## config.mk

```make
export PLATFORM = sky130hd
export DESIGN_NAME = websocket_text_deframer_utf8_filter_flat
export DESIGN_NICKNAME = d
export VERILOG_FILES = /design/src/wtd_pkg.sv /design/src/wtd_if.sv /design/src/websocket_text_deframer_utf8_filter.sv /design/src/wtd_front.sv /design/src/wtd_fifo.sv /design/src/wtd_back.sv /design/src/flat_wrapper.sv
export SDC_FILE = /design/constraint.sdc
export NUM_CORES = 1
export LEC_CHECK = 0
export BUFFER_PORTS_ARGS = -buffer_cell sky130_fd_sc_hd__buf_2
export CORE_MARGIN = 3
export CORE_UTILIZATION = 30
export CTS_CLUSTER_DIAMETER = 80
export DETAILED_ROUTE_END_ITERATION = 10
export PLACE_DENSITY = 0.53
export SLEW_MARGIN = 25
export SYNTH_ARGS = -nofsm -noshare
export SYNTH_HDL_FRONTEND = slang
export SYNTH_HIERARCHICAL = 1
export SYNTH_SLANG_ARGS = --single-unit
```

## constraint.sdc

```tcl
create_clock -name i_clk -period 6.3 [get_ports i_clk]
set_input_delay 0 -clock i_clk [delete_from_list [all_inputs] [get_ports i_clk]]
set_output_delay 0 -clock i_clk [all_outputs]
set_load 0.005 [all_outputs]
```

## src/wtd_pkg.sv

```systemverilog
`timescale 1ns / 1ps
`default_nettype none
// ---------------------------------------------------------------------------
// wtd_pkg: shared types and constants of the WebSocket text deframer
// Frame header codes, queue entry layout and character length codes.
// ---------------------------------------------------------------------------
package wtd_pkg;

    localparam int LEN_BITS = 64;

    localparam logic [6:0] LEN_EXT16   = 7'd126;
    localparam logic [6:0] LEN_EXT64   = 7'd127;
    localparam logic [3:0] EXT16_BYTES = 4'd2;
    localparam logic [3:0] EXT64_BYTES = 4'd8;
    localparam logic [3:0] OPC_TEXT    = 4'h1;

    localparam logic [1:0] CLEN_NONE  = 2'd0;
    localparam logic [1:0] CLEN_TWO   = 2'd2;
    localparam logic [1:0] CLEN_THREE = 2'd3;

    // One payload beat handed from the parser to the UTF-8 filter
    typedef struct packed {
        logic [7:0] data;   // unmasked payload byte
        logic       text;   // byte belongs to a text frame
        logic       last;   // frame ends with this entry
    } t_q_entry;

    typedef struct packed {
        logic     vld;
        t_q_entry ent;
    } t_q_beat;

endpackage
`default_nettype wire

```

## src/wtd_if.sv

```systemverilog
`timescale 1ns / 1ps
`default_nettype none
// ---------------------------------------------------------------------------
// wtd_if: valid/ready channels of the deframer
// Received byte stream and extracted character stream.
// ---------------------------------------------------------------------------
interface wtd_byte_if;
    logic       valid;
    logic       ready;
    logic [7:0] rx_byte;
    modport source (output valid, output rx_byte, input ready);
    modport sink   (input valid, input rx_byte, output ready);
endinterface

interface wtd_char_if;
    logic       valid;
    logic       ready;
    logic [1:0] char_len;
    logic [7:0] char_byte0;
    logic [7:0] char_byte1;
    logic [7:0] char_byte2;
    logic       frame_end;
    modport source (output valid, output char_len, output char_byte0, output char_byte1,
                    output char_byte2, output frame_end, input ready);
    modport sink   (input valid, input char_len, input char_byte0, input char_byte1,
                    input char_byte2, input frame_end, output ready);
endinterface
`default_nettype wire

```

## src/websocket_text_deframer_utf8_filter.sv

```systemverilog
`timescale 1ns / 1ps
`default_nettype none
// Path: a byte that completes a character or a frame shows its beat after passing
//   through a queue entry and then the output register.
// Throughput: one byte per cycle; the parser stalls only when the two-entry queue is
//   full, which happens only while the output beat waits on o_char.ready.
// Reset: synchronous, active low; parser waits for a first header byte, queue and
//   output are empty, no partial UTF-8 sequence is held.
// ---------------------------------------------------------------------------
// websocket_text_deframer_utf8_filter: WebSocket deframer with UTF-8 filter
// Parses frame headers, unmasks payload and emits 2/3-byte UTF-8 characters
// of text frames plus a frame end marker.
// ---------------------------------------------------------------------------
module websocket_text_deframer_utf8_filter (
    input  wire logic   i_clk,
    input  wire logic   i_rst_n,
    wtd_byte_if.sink    i_rx,
    wtd_char_if.source  o_char
);
    import wtd_pkg::*;

    // Front: header walk (opcode, length, extended length, mask key) and
    // payload unmasking. Only text bytes and frame ends enter the queue;
    // non-text payload beats are swallowed here.
    t_q_beat push;
    t_q_beat head;
    logic    q_full;
    logic    pop;

    wtd_front u_front (
        .i_clk    (i_clk),
        .i_rst_n  (i_rst_n),
        .i_rx     (i_rx),
        .i_q_full (q_full),
        .o_push   (push)
    );

    // Short queue so the parser keeps taking bytes while a result waits
    wtd_fifo u_fifo (
        .i_clk   (i_clk),
        .i_rst_n (i_rst_n),
        .i_push  (push),
        .i_pop   (pop),
        .o_full  (q_full),
        .o_head  (head)
    );

    // Back: sequence assembly; held bytes are dropped at every frame end
    wtd_back u_back (
        .i_clk   (i_clk),
        .i_rst_n (i_rst_n),
        .i_head  (head),
        .o_pop   (pop),
        .o_char  (o_char)
    );

endmodule
`default_nettype wire

```

## src/wtd_front.sv

```systemverilog
`timescale 1ns / 1ps
`default_nettype none
// ---------------------------------------------------------------------------
// wtd_front: frame header parser and payload unmasker
// Walks the header, unmasks payload beats, queues text bytes and frame ends.
// ---------------------------------------------------------------------------
module wtd_front (
    input  wire logic            i_clk,
    input  wire logic            i_rst_n,
    wtd_byte_if.sink             i_rx,
    input  wire logic            i_q_full,
    output wtd_pkg::t_q_beat     o_push
);
    import wtd_pkg::*;

    typedef enum logic [2:0] {
        PH_HDR0    = 3'd0,
        PH_HDR1    = 3'd1,
        PH_EXT     = 3'd2,
        PH_MASK    = 3'd3,
        PH_PAYLOAD = 3'd4
    } t_phase;

    t_phase                r_phase, n_phase;
    logic [3:0]            r_ext_left, n_ext_left;
    logic                  r_is_text, n_is_text;
    logic                  r_masked, n_masked;
    logic [LEN_BITS-1:0]   r_pay_left, n_pay_left;
    logic [31:0]           r_key, n_key;
    logic [1:0]            r_mphase, n_mphase;

    logic                  accept;
    logic                  len_done;
    logic                  pay_start;
    logic [7:0]            key_byte;

    assign i_rx.ready = !i_q_full;
    assign accept     = i_rx.valid && !i_q_full;

    always_comb begin
        case (r_mphase)
            2'd0:    key_byte = r_key[31:24];
            2'd1:    key_byte = r_key[23:16];
            2'd2:    key_byte = r_key[15:8];
            default: key_byte = r_key[7:0];
        endcase
    end

    always_comb begin
        n_phase    = r_phase;
        n_ext_left = r_ext_left;
        n_is_text  = r_is_text;
        n_masked   = r_masked;
        n_pay_left = r_pay_left;
        n_key      = r_key;
        n_mphase   = r_mphase;
        len_done   = 1'b0;
        pay_start  = 1'b0;
        o_push     = '0;

        if (accept) begin
            case (r_phase)
                PH_HDR1: begin
                    n_masked = i_rx.rx_byte[7];
                    n_mphase = 2'd0;
                    n_pay_left = '0;
                    if (i_rx.rx_byte[6:0] == LEN_EXT16) begin
                        n_ext_left = EXT16_BYTES;
                        n_phase    = PH_EXT;
                    end else if (i_rx.rx_byte[6:0] == LEN_EXT64) begin
                        n_ext_left = EXT64_BYTES;
                        n_phase    = PH_EXT;
                    end else begin
                        n_pay_left = LEN_BITS'(i_rx.rx_byte[6:0]);
                        len_done   = 1'b1;
                    end
                end
                PH_EXT: begin
                    // saturate once the next shift would overflow
                    if (r_pay_left[LEN_BITS-1 -: 8] != 8'd0) begin
                        n_pay_left = '1;
                    end else begin
                        n_pay_left = {r_pay_left[LEN_BITS-9:0], i_rx.rx_byte};
                    end
                    n_ext_left = r_ext_left - 4'd1;
                    len_done   = (n_ext_left == 4'd0);
                end
                PH_MASK: begin
                    n_key     = {r_key[23:0], i_rx.rx_byte};
                    n_mphase  = r_mphase + 2'd1;
                    pay_start = (n_mphase == 2'd0);
                end
                PH_PAYLOAD: begin
                    n_mphase   = r_mphase + 2'd1;
                    n_pay_left = r_pay_left - LEN_BITS'(1);
                    o_push.ent.data = r_masked ? (i_rx.rx_byte ^ key_byte) : i_rx.rx_byte;
                    o_push.ent.text = r_is_text;
                    o_push.ent.last = (n_pay_left == '0);
                    o_push.vld      = r_is_text || o_push.ent.last;
                    if (o_push.ent.last) begin
                        n_phase = PH_HDR0;
                    end
                end
                default: begin
                    n_is_text = (i_rx.rx_byte[3:0] == OPC_TEXT);
                    n_phase   = PH_HDR1;
                end
            endcase

            if (len_done) begin
                if (n_masked) begin
                    n_phase  = PH_MASK;
                    n_key    = '0;
                    n_mphase = 2'd0;
                end else begin
                    pay_start = 1'b1;
                end
            end

            if (pay_start) begin
                n_mphase = 2'd0;
                if (n_pay_left == '0) begin
                    // empty payload: frame ends on the last header byte
                    n_phase         = PH_HDR0;
                    o_push.vld      = 1'b1;
                    o_push.ent.last = 1'b1;
                end else begin
                    n_phase = PH_PAYLOAD;
                end
            end
        end
    end

    always_ff @(posedge i_clk) begin
        if (!i_rst_n) begin
            r_phase    <= PH_HDR0;
            r_ext_left <= 4'd0;
            r_is_text  <= 1'b0;
            r_masked   <= 1'b0;
            r_mphase   <= 2'd0;
        end else begin
            r_phase    <= n_phase;
            r_ext_left <= n_ext_left;
            r_is_text  <= n_is_text;
            r_masked   <= n_masked;
            r_mphase   <= n_mphase;
        end
        r_pay_left <= n_pay_left;
        r_key      <= n_key;
    end

endmodule
`default_nettype wire

```

## src/wtd_fifo.sv

```systemverilog
`timescale 1ns / 1ps
`default_nettype none
// ---------------------------------------------------------------------------
// wtd_fifo: two-entry queue between parser and UTF-8 filter
// Lets the parser and the filter stall independently.
// ---------------------------------------------------------------------------
module wtd_fifo (
    input  wire logic            i_clk,
    input  wire logic            i_rst_n,
    input  wire wtd_pkg::t_q_beat i_push,
    input  wire logic            i_pop,
    output logic                 o_full,
    output wtd_pkg::t_q_beat     o_head
);
    import wtd_pkg::*;

    t_q_entry   r_mem [2];
    logic       r_wp, r_rp;
    logic [1:0] r_cnt, n_cnt;
    logic       do_push, do_pop;

    assign o_full     = (r_cnt == 2'd2);
    assign o_head.vld = (r_cnt != 2'd0);
    assign o_head.ent = r_mem[r_rp];
    assign do_push    = i_push.vld && !o_full;
    assign do_pop     = i_pop && o_head.vld;

    always_comb begin
        n_cnt = r_cnt;
        if (do_push && !do_pop) begin
            n_cnt = r_cnt + 2'd1;
        end else if (do_pop && !do_push) begin
            n_cnt = r_cnt - 2'd1;
        end
    end

    always_ff @(posedge i_clk) begin
        if (!i_rst_n) begin
            r_wp  <= 1'b0;
            r_rp  <= 1'b0;
            r_cnt <= 2'd0;
        end else begin
            r_cnt <= n_cnt;
            if (do_push) begin
                r_wp <= !r_wp;
            end
            if (do_pop) begin
                r_rp <= !r_rp;
            end
        end
        if (do_push) begin
            r_mem[r_wp] <= i_push.ent;
        end
    end

    a_no_overflow: assert property (@(posedge i_clk) disable iff (!i_rst_n)
        r_cnt != 2'd3) else $error("queue count out of range");
    a_push_has_room: assert property (@(posedge i_clk) disable iff (!i_rst_n)
        i_push.vld |-> !o_full) else $error("push into full queue");
    a_ptr_track: assert property (@(posedge i_clk) disable iff (!i_rst_n)
        (r_cnt == 2'd1) |-> (r_wp != r_rp)) else $error("queue pointers disagree");

endmodule
`default_nettype wire

```

## src/wtd_back.sv

```systemverilog
`timescale 1ns / 1ps
`default_nettype none
// ---------------------------------------------------------------------------
// wtd_back: UTF-8 multibyte filter and output register
// Assembles 2- and 3-byte sequences, flags frame ends.
// ---------------------------------------------------------------------------
module wtd_back (
    input  wire logic            i_clk,
    input  wire logic            i_rst_n,
    input  wire wtd_pkg::t_q_beat i_head,
    output logic                 o_pop,
    wtd_char_if.source           o_char
);
    import wtd_pkg::*;

    logic [7:0] r_held0, r_held1, n_held0, n_held1;
    logic [1:0] r_hcnt, n_hcnt;
    logic [1:0] r_need, n_need;

    logic       r_out_valid;
    logic [1:0] r_len;
    logic [7:0] r_b0, r_b1, r_b2;
    logic       r_end;

    logic       can_load;
    logic       held_ok;
    logic       follower;
    logic [1:0] clen;
    logic [7:0] c0, c1, c2;
    logic       emit;
    logic [7:0] b;

    assign can_load = !r_out_valid || o_char.ready;
    assign o_pop    = i_head.vld && can_load;
    assign b        = i_head.ent.data;
    assign follower = (b inside {[8'h80:8'hBF]});
    assign held_ok  = (r_hcnt == 2'd1 && (r_need == 2'd1 || r_need == 2'd2)) ||
                      (r_hcnt == 2'd2 && r_need == 2'd1);

    always_comb begin
        n_held0 = r_held0;
        n_held1 = r_held1;
        n_hcnt  = r_hcnt;
        n_need  = r_need;
        clen    = CLEN_NONE;
        c0      = 8'd0;
        c1      = 8'd0;
        c2      = 8'd0;

        if (i_head.ent.text) begin
            if (held_ok && follower) begin
                if (r_hcnt == 2'd1 && r_need == 2'd1) begin
                    clen   = CLEN_TWO;
                    c0     = r_held0;
                    c1     = b;
                    n_hcnt = 2'd0;
                    n_need = 2'd0;
                end else if (r_hcnt == 2'd1) begin
                    n_held1 = b;
                    n_hcnt  = 2'd2;
                    n_need  = 2'd1;
                end else begin
                    clen   = CLEN_THREE;
                    c0     = r_held0;
                    c1     = r_held1;
                    c2     = b;
                    n_hcnt = 2'd0;
                    n_need = 2'd0;
                end
            end else begin
                // anything else drops the held bytes; the byte may start anew
                n_hcnt = 2'd0;
                n_need = 2'd0;
                if (b inside {[8'hC0:8'hDF]}) begin
                    n_held0 = b;
                    n_hcnt  = 2'd1;
                    n_need  = 2'd1;
                end else if (b inside {[8'hE0:8'hEF]}) begin
                    n_held0 = b;
                    n_hcnt  = 2'd1;
                    n_need  = 2'd2;
                end
            end
        end

        if (i_head.ent.last) begin
            n_hcnt = 2'd0;
            n_need = 2'd0;
        end

        emit = (clen != CLEN_NONE) || i_head.ent.last;
    end

    always_ff @(posedge i_clk) begin
        if (!i_rst_n) begin
            r_hcnt      <= 2'd0;
            r_need      <= 2'd0;
            r_out_valid <= 1'b0;
        end else begin
            if (o_pop) begin
                r_hcnt <= n_hcnt;
                r_need <= n_need;
            end
            if (can_load) begin
                r_out_valid <= o_pop && emit;
            end
        end
        if (o_pop) begin
            r_held0 <= n_held0;
            r_held1 <= n_held1;
        end
        if (o_pop && emit) begin
            r_len <= clen;
            r_b0  <= c0;
            r_b1  <= c1;
            r_b2  <= c2;
            r_end <= i_head.ent.last;
        end
    end

    assign o_char.valid      = r_out_valid;
    assign o_char.char_len   = r_len;
    assign o_char.char_byte0 = r_b0;
    assign o_char.char_byte1 = r_b1;
    assign o_char.char_byte2 = r_b2;
    assign o_char.frame_end  = r_end;

    a_held_two: assert property (@(posedge i_clk) disable iff (!i_rst_n)
        (r_hcnt == 2'd2) |-> (r_need == 2'd1)) else $error("bad held state");
    a_held_none: assert property (@(posedge i_clk) disable iff (!i_rst_n)
        (r_hcnt == 2'd0) |-> (r_need == 2'd0)) else $error("need without held bytes");
    a_len_code: assert property (@(posedge i_clk) disable iff (!i_rst_n)
        r_out_valid |-> (r_len != 2'd1)) else $error("one-byte character emitted");
    a_empty_is_end: assert property (@(posedge i_clk) disable iff (!i_rst_n)
        (r_out_valid && r_len == CLEN_NONE) |-> r_end) else $error("empty result");
    a_no_pop_stalled: assert property (@(posedge i_clk) disable iff (!i_rst_n)
        (r_out_valid && !o_char.ready) |-> !o_pop) else $error("pop while stalled");

endmodule
`default_nettype wire
```

## src/flat_wrapper.sv

```systemverilog
// flat-port wrapper written by rule: the top's interface ports become plain ports
module websocket_text_deframer_utf8_filter_flat import wtd_pkg::*;
  (i_clk, i_rst_n, i_rx_valid, i_rx_rx_byte, i_rx_ready, o_char_valid, o_char_char_len, o_char_char_byte0, o_char_char_byte1, o_char_char_byte2, o_char_frame_end, o_char_ready);
  wtd_byte_if i_rx_i ();
  wtd_char_if o_char_i ();
  input  wire logic i_clk;
  input  wire logic i_rst_n;
  input wire logic [$bits(i_rx_i.valid)-1:0] i_rx_valid;
  input wire logic [$bits(i_rx_i.rx_byte)-1:0] i_rx_rx_byte;
  output wire logic [$bits(i_rx_i.ready)-1:0] i_rx_ready;
  output wire logic [$bits(o_char_i.valid)-1:0] o_char_valid;
  output wire logic [$bits(o_char_i.char_len)-1:0] o_char_char_len;
  output wire logic [$bits(o_char_i.char_byte0)-1:0] o_char_char_byte0;
  output wire logic [$bits(o_char_i.char_byte1)-1:0] o_char_char_byte1;
  output wire logic [$bits(o_char_i.char_byte2)-1:0] o_char_char_byte2;
  output wire logic [$bits(o_char_i.frame_end)-1:0] o_char_frame_end;
  input wire logic [$bits(o_char_i.ready)-1:0] o_char_ready;
  assign i_rx_i.valid = i_rx_valid;
  assign i_rx_i.rx_byte = i_rx_rx_byte;
  assign i_rx_ready = i_rx_i.ready;
  assign o_char_valid = o_char_i.valid;
  assign o_char_char_len = o_char_i.char_len;
  assign o_char_char_byte0 = o_char_i.char_byte0;
  assign o_char_char_byte1 = o_char_i.char_byte1;
  assign o_char_char_byte2 = o_char_i.char_byte2;
  assign o_char_frame_end = o_char_i.frame_end;
  assign o_char_i.ready = o_char_ready;
  websocket_text_deframer_utf8_filter u_core (.i_clk(i_clk), .i_rst_n(i_rst_n), .i_rx(i_rx_i), .o_char(o_char_i));
endmodule
```

==> results of run 1 <==
worst max path at each step:
stage / startpoint / end / slack, ns / cells after the start
detailed placement: u_core/u_front/r_pay_left[56] / u_core/u_fifo/r_cnt[1] / 0.64 / 15
global route: u_core/u_front/r_pay_left[14] / u_core/u_fifo/r_cnt[1] / 0.22 / 15
global placement: u_core/u_front/r_pay_left[56] / u_core/u_fifo/r_cnt[1] / 0.61 / 15
CTS: u_core/u_front/r_pay_left[56] / u_core/u_fifo/r_cnt[1] / 0.60 / 15
finish: u_core/u_front/r_pay_left[56] / u_core/u_fifo/r_cnt[1] / 0.53 / 15
floorplan: u_core/u_front/r_pay_left[55] / u_core/u_fifo/r_cnt[1] / 1.51 / 15
logic make-up (layout without fill, tap and decap cells):
| logic type | count (synthesis) | count (layout) | share of synthesized area |
|---|---|---|---|
| flip-flops | 180 | 180 | 0.4506 |
| adder cells (fa/ha/maj) | 13 | 13 | 0.01346 |
| buffers and inverters | 128 | 153 | 0.04287 |
| AND/OR/NAND/NOR | 557 | 557 | 0.2488 |
| XOR/XNOR | 49 | 49 | 0.03723 |
| multiplexers | 17 | 17 | 0.01595 |
| other | 1 | 1 | 0.0003253 |
| AO/OA/AOI/OAI | 335 | 335 | 0.1908 |
cell usage in the layout (no fill, tap or decap), types with 10 or more instances in the layout:
cell and count:
xor2_1 21, nand2b_1 14, o211ai_1 17, nor3_1 49
or4_1 15, buf_4 47, nor2_1 95, inv_1 23
o21ai_0 93, ha_1 10, or3_1 15, edfxtp_1 159
nor4_1 37, a21oi_1 77, nand2_1 168, and2_1 20
xnor2_1 28, buf_2 40, mux2_2 11, dfxtp_1 21
dlygate4sd3_1 10, nand4_1 22, a31oi_1 17, nand3_1 43
clkbuf_16 17
routing by layer:
layer / GRT usage / vias up
met5: 0 / -
met2: 0.3113 / 638
met1: 0.2684 / 5090
li1: - / 4874
met3: 0.03898 / 136
met4: 0.1101 / 0
stage by stage:
stage | worst slack [ns] | area (µm²) | hold slack (ns) | util | instances
2_1_floorplan | 1.510 | 11530 | 0.1176 | - | 1280
3_3_place_gp | 0.6076 | 12340 | 0.3931 | 0.3270 | 1774
3_5_place_dp | 0.6447 | 12350 | 0.3947 | 0.3271 | 1774
4_1_cts | 0.5973 | 13020 | 0.2262 | 0.3448 | 1816
5_1_grt | 0.2163 | 13020 | 0.3155 | 0.3448 | 1816
6_report | 0.5317 | 13020 | 0.2584 | 0.3448 | 1816
what timing repair did:
action	in CTS	in global routing
resized for setup	0	0
setup buffers	0	0
hold endpoints to repair	27	0
hold buffers	10	0
flip-flops by register name, indices dropped and copies added (netlist names), 2 cells and up, named ones only:
| register | flops |
|---|---|
| u_core/u_front/r_pay_left | 64 |
| u_core/u_back/r_held0 | 8 |
| u_core/u_front/r_mphase | 2 |
| u_core/u_back/o_char.char_byte2 | 8 |
| u_core/u_front/r_ext_left | 4 |
| u_core/u_back/r_hcnt | 2 |
| u_core/u_front/r_phase | 3 |
| u_core/u_fifo/r_cnt | 2 |
| u_core/u_back/o_char.char_len | 2 |
| u_core/u_fifo/r_mem | 20 |
| u_core/u_back/o_char.char_byte1 | 8 |
| u_core/u_back/r_held1 | 8 |
| u_core/u_front/r_key | 32 |
| u_core/u_back/o_char.char_byte0 | 8 |
| u_core/u_back/r_need | 2 |
report_power, final:
| part | total (mW) | switching (mW) | internal, mW |
|---|---|---|---|
| combinational | 0.653 | 0.421 | 0.232 |
| clock | 1.07 | 0.528 | 0.545 |
| sequential | 1.56 | 0.159 | 1.40 |
| total | 3.29 | 1.11 | 2.18 |
worst max-delay path, cell delays in order (launching register included):
cell	delay, ns
edfxtp_1	0.51
or4_1	0.71
or2_1	0.64
o21ai_0	0.44
o31ai_1	0.21
or3_1	0.37
or4_1	0.44
or4b_1	0.48
nor4_1	0.28
nand4b_1	0.26
a21oi_1	0.33
inv_1	0.11
nor2_1	0.12
ha_1	0.26
or3_1	0.37
a21oi_1	0.13
final cells by class:
| class | count | area [µm²] |
|---|---|---|
| fillers | 3859 | 24740 |
| multi-input cells | 972 | 5868 |
| flip-flops and latches | 180 | 5195 |
| repair buffers | 97 | 653.1 |
| well taps | 511 | 639.4 |
| clock buffers | 21 | 460.4 |
| clock inverters | 11 | 110.1 |
| inverters | 24 | 92.59 |
==> impl_metrics.py, run 1 <==
metrics = {
    "sta": {
        "post-route-period-util": 0.9156,
        "setup_viol": 0,
        "rsz0062_at_grt": "false",
        "hold_viol": 0,
        "tightest_slew_ns": 1.132,
        "setup-tns-final_ns": 0,
        "max_freq_mhz": 173.4,
        "layout_min_cycle_time_ns": 5.768,
        "clock_skew_ns": 0.01996,
        "drv_slew": 0,
        "relSlewSlack": 0.2397,
    },
    "yosys": {
        "yosys-top-cells-area": "edfxtp_1 41%, nand2_1 5.5%, o21ai_0 4.0%",
        "synth_cell_types": 86,
        "avgSynthCellArea_um2": 9.007,
        "ys_ff_latch": 180,
        "synth_top_cell_area_share": 0.4142,
        "synth_common_cells": "169 x nand2_1, 159 x edfxtp_1, 96 x nor2_1, 93 x o21ai_0, 84 x clkbuf_1",
        "yosysSeqAreaShare": 0.4506,
        "synth_ff_type": "edfxtp_1",
        "yosys.area.top_type": "edfxtp_1",
        "async_flop_share": 0,
        "synth_enable_flop_cells": 159,
        "syn-cell-area_um2": 11530,
        "yosysWarnings": 6,
        "syn_nets": 1302,
        "syn-instance-count": 1280,
        "yosysMostFrequentCell": "nand2_1",
    },
    "worst_setup_path": {
        "timing.reg2reg.setup_slack_ns": 0.53,
        "crit_arrival_ns": 6.15,
        "critPathLaunchType": "flip-flop",
        "path_class": "flip-flop to flip-flop",
        "required_ns": 6.68,
        "reg2reg_from": "u_core/u_front/r_pay_left[56]",
        "cp-end-kind": "flip-flop",
        "r2r_end": "u_core/u_fifo/r_cnt[1]",
        "r2r_cells": 15,
        "cp_max_fo": 25,
    },
    "floorplanning": {
        "die_w_um": 202.0,
        "io_pins": 41,
        "core_area_um2": 37760,
        "dieArea_um2": 40820,
        "row_count": 71,
        "start_util": 0.3054,
        "fp.dieH_um": 202.0,
    },
    "drt": {
        "wl_met1_mm": 17.36,
        "vias": 10740,
        "route.met3.wl_mm": 3.728,
        "drc_errors": 0,
        "drt_first_pass_iters": 8,
        "first_iter_violations": 1567,
        "drt_wl_total_mm": 41.82,
        "wl_per_cell_um": 23.03,
        "wl_met2_mm": 18.54,
        "top_layer": "met4",
        "viasPerCell": 5.913,
        "drtAntennaViolNets": 0,
    },
    "clocking": {
        "tritoncts": "built",
        "worstSkewPairLatency_ns": 0.46,
        "cts_buffers": 17,
        "cts-root-buf": "clkbuf_16",
        "clkTransAtPathRegs_ns": 0.08,
        "cts_sinks": 180,
        "cts_buffer_depth": 2,
        "htreeDepth": 4,
    },
    "min_path": {
        "min_from": "i_rx_valid",
        "hold_path_end": "u_core/u_front/r_phase[0]",
        "holdPathStages": 4,
        "hold_class": "input pin to flip-flop",
    },
    "power_and_ir_drop": {
        "p_leak_nw": 4.080,
        "powerDensity_nw_per_um2": 252.6,
        "ir_worst_vdd_mv": 0.2116,
        "finalPower_mw": 3.289,
    },
    "outcome": {
        "status": "completed",
    },
    "finish": {
        "area_delta_synth_final_pct": 12.93,
        "fin_nets": 1314,
        "drive_gt1_frac": 0.1234,
        "diodes": 0,
    },
    "global_route": {
        "grt_pass1_wl_mm": 64.33,
        "grt_max_degree": 56,
        "grt_pass1_vias": 10350,
        "grt_overflow": 0,
        "grt_usage": 0.2021,
        "antenna_found_initial": 0,
    },
    "placed_design": {
        "place.gp.congestion": 0.9688,
        "dp_hpwl_mm": 29.21,
        "port_buffers": 40,
    },
    "flow_run": {
        "cap_violations": 0,
    },
}
Note: power is estimated with default switching activity, not from simulation.
==> run 2, diff against run 1 <==
ABC_CLOCK_PERIOD_IN_PS = 6300   (was default)
BUFFER_PORTS_ARGS = -buffer_cell sky130_fd_sc_hd__buf_4   (was -buffer_cell sky130_fd_sc_hd__buf_2)
==> run 2 against run 1 <==
Routed wire length increased by 0.97%; worst hold slack about the same; via count increased by 0.57%; non-clock buffer count increased by 3.
==> impl_metrics.py, run 2 (synthesis results as in run 1) <==
metrics = {
    "worst_setup_path": {
        "r2r_cells": 16,
        "reg2reg_from": "u_core/u_front/r_pay_left[56]",
        "max_stage_delay_ns": 0.86,
        "cp-end-kind": "flip-flop",
        "crit_family": "simple AND/OR/NAND/NOR gates",
        "crit_chain": "or4_1, or2_1, buf_4, o21a_1, a221oi_1, nand3b_1, a2111oi_0, nand4bb_1, nor4_1, nand4b_1, a21oi_1, inv_1, nor2_1, ha_1, or3_1, a21oi_1",
        "path_class": "flip-flop to flip-flop",
        "cpMostUsedCell": "a21oi_1",
        "critPathSlowestCell": "a2111oi_0",
        "required_ns": 6.68,
        "critPathLaunchType": "flip-flop",
        "timing.reg2reg.setup_slack_ns": 0.40,
        "crit_arrival_ns": 6.28,
        "path_buf_inv": 2,
        "r2r_end": "u_core/u_fifo/r_cnt[1]",
        "cp_max_fo": 24,
    },
    "global_route": {
        "grt_overflow": 0,
        "grt_pass1_wl_mm": 64.16,
        "grt_pass1_vias": 10240,
        "grt_usage": 0.2028,
        "grt_max_degree": 66,
        "antenna_found_initial": 1,
    },
    "drt": {
        "wl_per_cell_um": 23.21,
        "wl_met1_mm": 17.98,
        "drt_wl_total_mm": 42.23,
        "top_layer": "met5",
        "drc_errors": 0,
        "route.met3.wl_mm": 3.532,
        "first_iter_violations": 1383,
        "vias": 10800,
        "wl_met2_mm": 18.85,
        "drt_first_pass_iters": 6,
        "viasPerCell": 5.937,
        "drtAntennaViolNets": 0,
    },
    "finish": {
        "fin_cells": 1819,
        "layout_common_cells": "168 x nand2_1, 159 x edfxtp_1, 95 x nor2_1",
        "diodes": 0,
        "drive_gt1_frac": 0.1254,
        "fin_nets": 1317,
        "top_register": "u_core/u_front/r_pay_left",
        "regArea_um2": 5195,
        "largest_register_ffs": 64,
        "reg_top3": "u_core/u_front/r_pay_left x64, u_core/u_front/r_key x32, u_core/u_fifo/r_mem x20",
        "area_delta_synth_final_pct": 14.57,
        "layout_commonest_cell": "nand2_1",
        "n_fill_cell": 3896,
        "multi_input_area_um2": 5868,
    },
    "placed_design": {
        "port_buffers": 40,
        "place.gp.congestion": 1.008,
        "dp_cells": 1776,
        "dp_slack_ns": 0.6521,
        "dp_hpwl_mm": 29.69,
    },
    "clocking": {
        "cts_hold_repair.buffers": 11,
        "worstSkewPairLatency_ns": 0.46,
        "cts_buffer_depth": 2,
        "clkTransAtPathRegs_ns": 0.08,
        "ctsResizeCount": 0,
        "cts_buffers": 17,
        "cts-root-buf": "clkbuf_16",
        "tritoncts": "built",
        "cts_sinks": 180,
        "htreeDepth": 4,
        "cts_setup_buffers": 0,
    },
    "power_and_ir_drop": {
        "ir_worst_vdd_mv": 0.2001,
        "powerDensity_nw_per_um2": 257.2,
        "p_leak_nw": 4.186,
    },
    "sta": {
        "fin_ws_ns": 0.3990,
        "setup_viol": 0,
        "finalHoldWorstSlack_ns": 0.2583,
        "layout_min_cycle_time_ns": 5.901,
        "relSlewSlack": 0.3284,
        "setup-tns-final_ns": 0,
        "clock_skew_ns": 0.02108,
        "max_freq_mhz": 169.5,
        "post-route-period-util": 0.9367,
        "drv_slew": 0,
        "hold_viol": 0,
        "tightest_slew_ns": 0.9820,
        "rsz0062_at_grt": "false",
    },
    "min_path": {
        "hold_class": "input pin to flip-flop",
        "min_from": "i_rx_valid",
        "holdPathStages": 4,
        "hold_path_end": "u_core/u_front/r_phase[1]",
    },
    "floorplanning": {
        "io_pins": 41,
        "core_area_um2": 37760,
        "row_count": 71,
        "fp.dieH_um": 202.0,
        "die_w_um": 202.0,
        "start_util": 0.3054,
        "dieArea_um2": 40820,
    },
    "flow_run": {
        "cap_violations": 0,
    },
    "outcome": {
        "status": "completed",
    },
}
-- run 2: cell count changes in the layout (fill, tap and decap cells not counted), sizes merged --
| cell | previous run | this run |
|---|---|---|
| clkbuf | 21 | 17 |
| clkinv | 2 | 6 |
| buf | 87 | 89 |
| bufinv | 0 | 2 |
| clkinvlp | 1 | 0 |
| dlygate4sd3 | 10 | 11 |
| inv | 32 | 31 |
-- run 2: worst max path at each step --
| stage | start | end | slack (ns) | depth (start not counted) |
|---|---|---|---|---|
| finish | u_core/u_front/r_pay_left[56] | u_core/u_fifo/r_cnt[1] | 0.40 | 16 |
| global route | u_core/u_front/r_pay_left[1] | u_core/u_fifo/r_cnt[1] | 0.13 | 17 |
| CTS | u_core/u_front/r_pay_left[56] | u_core/u_fifo/r_cnt[1] | 0.62 | 16 |
| detailed placement | u_core/u_front/r_pay_left[56] | u_core/u_fifo/r_cnt[1] | 0.65 | 16 |
| global placement | u_core/u_front/r_pay_left[56] | u_core/u_fifo/r_cnt[1] | 0.57 | 16 |
| floorplan | u_core/u_front/r_pay_left[55] | u_core/u_fifo/r_cnt[1] | 1.51 | 15 |
-- run 2: worst min-delay path: cells and delay by family --
family	cells	cell delay, ns
buffers and inverters	1	0.08
AOI/OAI and AO/OA	1	0.07
and+or+nand+nor	2	0.50
-- run 2: area by class of cell --
cell class                      count  area share
Sequential cell                   180      0.3933
Tap cell                          511     0.04841
Clock inverter                     15     0.01582
Timing Repair Buffer              100     0.05892
Multi-Input combinational cell    972      0.4443
Clock buffer                       17     0.03221
Inverter                           24    0.007010
-- run 2: power by group --
| part | total, mW | switching (mW) | internal (mW) |
|---|---|---|---|
| sequential | 1.56 | 0.161 | 1.40 |
| combinational | 0.663 | 0.427 | 0.237 |
| clock | 1.17 | 0.555 | 0.614 |
| total | 3.40 | 1.14 | 2.25 |
-- run 2: through the flow --
step / instance area (µm²) / total power, mW / utilization
after floorplan: 11530 / 1.939 / -
after global placement: 12460 / 2.224 / 0.3300
after detailed placement: 12460 / 2.217 / 0.3300
after CTS: 13210 / 3.399 / 0.3498
after global routing: 13210 / 3.521 / 0.3498
final: 13210 / 3.396 / 0.3498
-- run 2: routing by layer --
metal / global-route usage / up-vias
met5: 0 / -
met4: 0.08996 / 2
li1: - / 4887
met1: 0.2761 / 5162
met3: 0.03737 / 117
met2: 0.3156 / 631
==> run 3, diff against run 2 <==
SYNTH_HIERARCHICAL = default   (was 1)
==> run 3 against run 2 <==
Sequential power rose by 46%; worst hold slack improved by 0.079 ns; non-clock buffer count fell by 15; highest routed layer unchanged; critical path depth fell by 1.
==> impl_metrics.py, run 3 <==
metrics = {
    "yosys": {
        "ys_ff_latch": 180,
        "yosys.area.top_type": "edfxtp_1",
        "yosysWarnings": 0,
        "synth_top_cell_area_share": 0.4129,
        "synth_ff_type": "edfxtp_1",
        "syn-cell-area_um2": 11560,
        "synth_enable_flop_cells": 159,
        "async_flop_share": 0,
        "yosys-top-cells-area": "edfxtp_1 41%, nand2_1 6.1%, o21ai_0 4.4%",
        "syn-instance-count": 1308,
        "syn_nets": 1331,
        "synth_common_cells": "188 x nand2_1, 159 x edfxtp_1, 101 x o21ai_0, 100 x nor2_1, 86 x clkbuf_1",
        "yosysSeqAreaShare": 0.4492,
        "yosysMostFrequentCell": "nand2_1",
        "synth_cell_types": 89,
        "avgSynthCellArea_um2": 8.842,
    },
    "worst_setup_path": {
        "required_ns": 6.69,
        "reg2reg_from": "u_core.u_front.r_pay_left[10]",
        "path_buf_inv": 2,
        "cp-end-kind": "flip-flop",
        "cp_max_fo": 11,
        "crit_arrival_ns": 6.09,
        "crit_family": "simple AND/OR/NAND/NOR gates",
        "crit_chain": "nor4_4, and4_1, nand4_2, nor3_1, o21bai_1, or2_2, nor4_1, nand4_1, nor4_1, buf_4, o21ai_2, inv_2, ha_1, or3_1, a21boi_0",
        "max_stage_delay_ns": 0.71,
        "path_class": "flip-flop to flip-flop",
        "r2r_end": "u_core.u_fifo.r_cnt[1]",
        "timing.reg2reg.setup_slack_ns": 0.60,
        "cpMostUsedCell": "nor4_1",
        "path_depth": 15,
        "r2r_cells": 15,
        "critPathSlowestCell": "nor4_4",
        "critPathLaunchType": "flip-flop",
    },
    "clocking": {
        "cts_buffers": 17,
        "cts-root-buf": "clkbuf_16",
        "htreeDepth": 4,
        "cts_setup_buffers": 0,
        "ctsResizeCount": 0,
        "cts_sinks": 180,
        "cts_buffer_depth": 2,
        "worstSkewPairLatency_ns": 0.47,
        "clkTransAtPathRegs_ns": 0.09,
        "tritoncts": "built",
    },
    "sta": {
        "hold_viol": 0,
        "setup-tns-final_ns": 0,
        "setup_viol": 0,
        "max_freq_mhz": 175.4,
        "clock_skew_ns": 0.02093,
        "layout_min_cycle_time_ns": 5.701,
        "tightest_slew_ns": 1.036,
        "relSlewSlack": 0.3046,
        "rsz0062_at_grt": "false",
        "drv_slew": 0,
        "post-route-period-util": 0.9049,
    },
    "power_and_ir_drop": {
        "p_leak_nw": 4.416,
        "p_comb_frac": 0.342,
        "powerDensity_nw_per_um2": 392.4,
        "seqPwrFrac": 0.444,
        "power.internal_mw": 2.926,
        "ir_worst_vdd_mv": 0.2015,
        "clkPwrFrac": 0.214,
        "switching_power_mw": 2.199,
        "p_sw_frac": 0.4291,
    },
    "floorplanning": {
        "die_w_um": 202.3,
        "core_area_um2": 37840,
        "fp.dieH_um": 202.3,
        "io_pins": 41,
        "dieArea_um2": 40940,
        "start_util": 0.3056,
        "row_count": 71,
    },
    "placed_design": {
        "port_buffers": 40,
        "dp_hpwl_mm": 28.28,
        "place.gp.congestion": 1.011,
        "dp_cells": 1788,
    },
    "finish": {
        "fin_cells": 1833,
        "reg_top3": "u_core.u_front.r_pay_left x64, u_core.u_front.r_key x32, u_core.u_fifo.r_mem x20",
        "area_delta_synth_final_pct": 12.93,
        "drive_gt1_frac": 0.1120,
        "layout_commonest_cell": "nand2_1",
        "largest_register_ffs": 64,
        "layout_common_cells": "187 x nand2_1, 159 x edfxtp_1, 101 x o21ai_0",
        "top_register": "u_core.u_front.r_pay_left",
        "diodes": 0,
        "fin_nets": 1332,
    },
    "global_route": {
        "grt_overflow": 0,
        "grt_usage": 0.1944,
        "antenna_found_initial": 2,
        "grt_max_degree": 64,
        "grt_pass1_wl_mm": 61.84,
        "grt_pass1_vias": 9878,
    },
    "drt": {
        "drt_wl_total_mm": 40.34,
        "drt_first_pass_iters": 6,
        "drtAntennaViolNets": 0,
        "drc_errors": 0,
        "vias": 10700,
        "viasPerCell": 5.837,
        "first_iter_violations": 1468,
        "wl_per_cell_um": 22.01,
    },
    "outcome": {
        "status": "completed",
    },
    "flow_run": {
        "cap_violations": 0,
    },
    "min_path": {
        "hold_path_end": "u_core.u_front.r_phase[1]",
        "min_from": "i_rx_valid",
        "hold_class": "input pin to flip-flop",
        "holdPathStages": 4,
    },
}
[run 3: cell types whose count changed in the layout (fill, tap and decap cells not counted), moves of 8 or more]
cell	before	now
nand2_1	168	187
inv_1	23	43
buf_4	89	72
and3_1	7	16
nor3_1	49	65
o21ai_0	93	101
and2_1	20	6
nand4_1	22	35
[run 3: final cells by class]
| class | count | area, µm² |
|---|---|---|
| clock buffer | 18 | 429.2 |
| tap | 511 | 639.4 |
| timing repair buffer | 85 | 670.6 |
| fill | 3916 | 24780 |
| inverter | 46 | 175.2 |
| clock inverter | 14 | 157.7 |
| multi-input combinational | 979 | 5793 |
| sequential | 180 | 5195 |
[run 3: kinds of logic (layout without fill, tap and decap cells)]
logic type	after synthesis	in the layout	share of synthesized area
and+or+nand+nor	587	587	0.2636
xor gates and xnor gates	48	48	0.03635
buffers and inverters	149	163	0.05236
muxes	12	12	0.01082
AOI/OAI and AO/OA	320	320	0.1755
other	1	1	0.0003243
DFF	180	180	0.4492
adders and majority gates	11	11	0.01190
[run 3: how the worst max path moves through the flow]
stage / slack (ns) / startpoint / to
6_report: 0.60 / u_core.u_front.r_pay_left[10] / u_core.u_fifo.r_cnt[1]
5_1_grt: 0.39 / u_core.u_front.r_pay_left[10] / u_core.u_fifo.r_cnt[1]
2_1_floorplan: 1.28 / u_core.u_front.r_pay_left[0] / u_core.u_fifo.r_cnt[1]
3_3_place_gp: 0.73 / u_core.u_front.r_pay_left[10] / u_core.u_fifo.r_cnt[1]
3_5_place_dp: 0.82 / u_core.u_front.r_pay_left[0] / u_core.u_fifo.r_cnt[1]
4_1_cts: 0.81 / u_core.u_front.r_pay_left[10] / u_core.u_fifo.r_cnt[1]
[run 3: through the flow]
step | hold slack, ns | cell area, µm² | setup slack (ns) | power (mW) | util
3_3_place_gp | 0.3368 | 12340 | 0.7278 | 3.992 | 0.3261
2_1_floorplan | 0.1383 | 11560 | 1.281 | 3.233 | -
4_1_cts | 0.3087 | 13060 | 0.8132 | 5.091 | 0.3451
5_1_grt | 0.3936 | 13060 | 0.3924 | 5.381 | 0.3451
3_5_place_dp | 0.3447 | 12340 | 0.8246 | 3.979 | 0.3262
6_report | 0.3370 | 13060 | 0.5991 | 5.125 | 0.3451
[run 3: metal layers]
metal | GRT usage | up-vias | part of all wire
met3 | 0.03479 | 111 | 0.087
met4 | 0.08117 | 2 | 0.037
li1 | - | 4889 | -
met2 | 0.2959 | 571 | 0.44
met1 | 0.2726 | 5127 | 0.43
met5 | 0 | - | 0.00027
[run 3: power by group through the flow]
stage	Combinational [mW]	Clock, mW	Sequential (mW)
after global routing	1.90	1.17	2.31
after detailed placement	1.71	0	2.27
after floorplan	1.30	0	1.94
after global placement	1.72	0	2.27
after CTS	1.72	1.12	2.25
final	1.75	1.10	2.28
[run 3: worst reg2reg max path, cell delays in order (launching register included)]
cell	delay, ns
edfxtp_1	0.54
nor4_4	0.71
and4_1	0.53
nand4_2	0.42
nor3_1	0.42
o21bai_1	0.16
or2_2	0.31
nor4_1	0.63
nand4_1	0.32
nor4_1	0.41
buf_4	0.19
o21ai_2	0.07
inv_2	0.11
ha_1	0.26
or3_1	0.37
a21boi_0	0.18
[run 3: timing repair]
item | 4_1_cts | 5_1_grt
hold buffers | 13 | 0
endpoints found under the hold margin | 33 | 0
setup endpoints to repair | 0 | 0
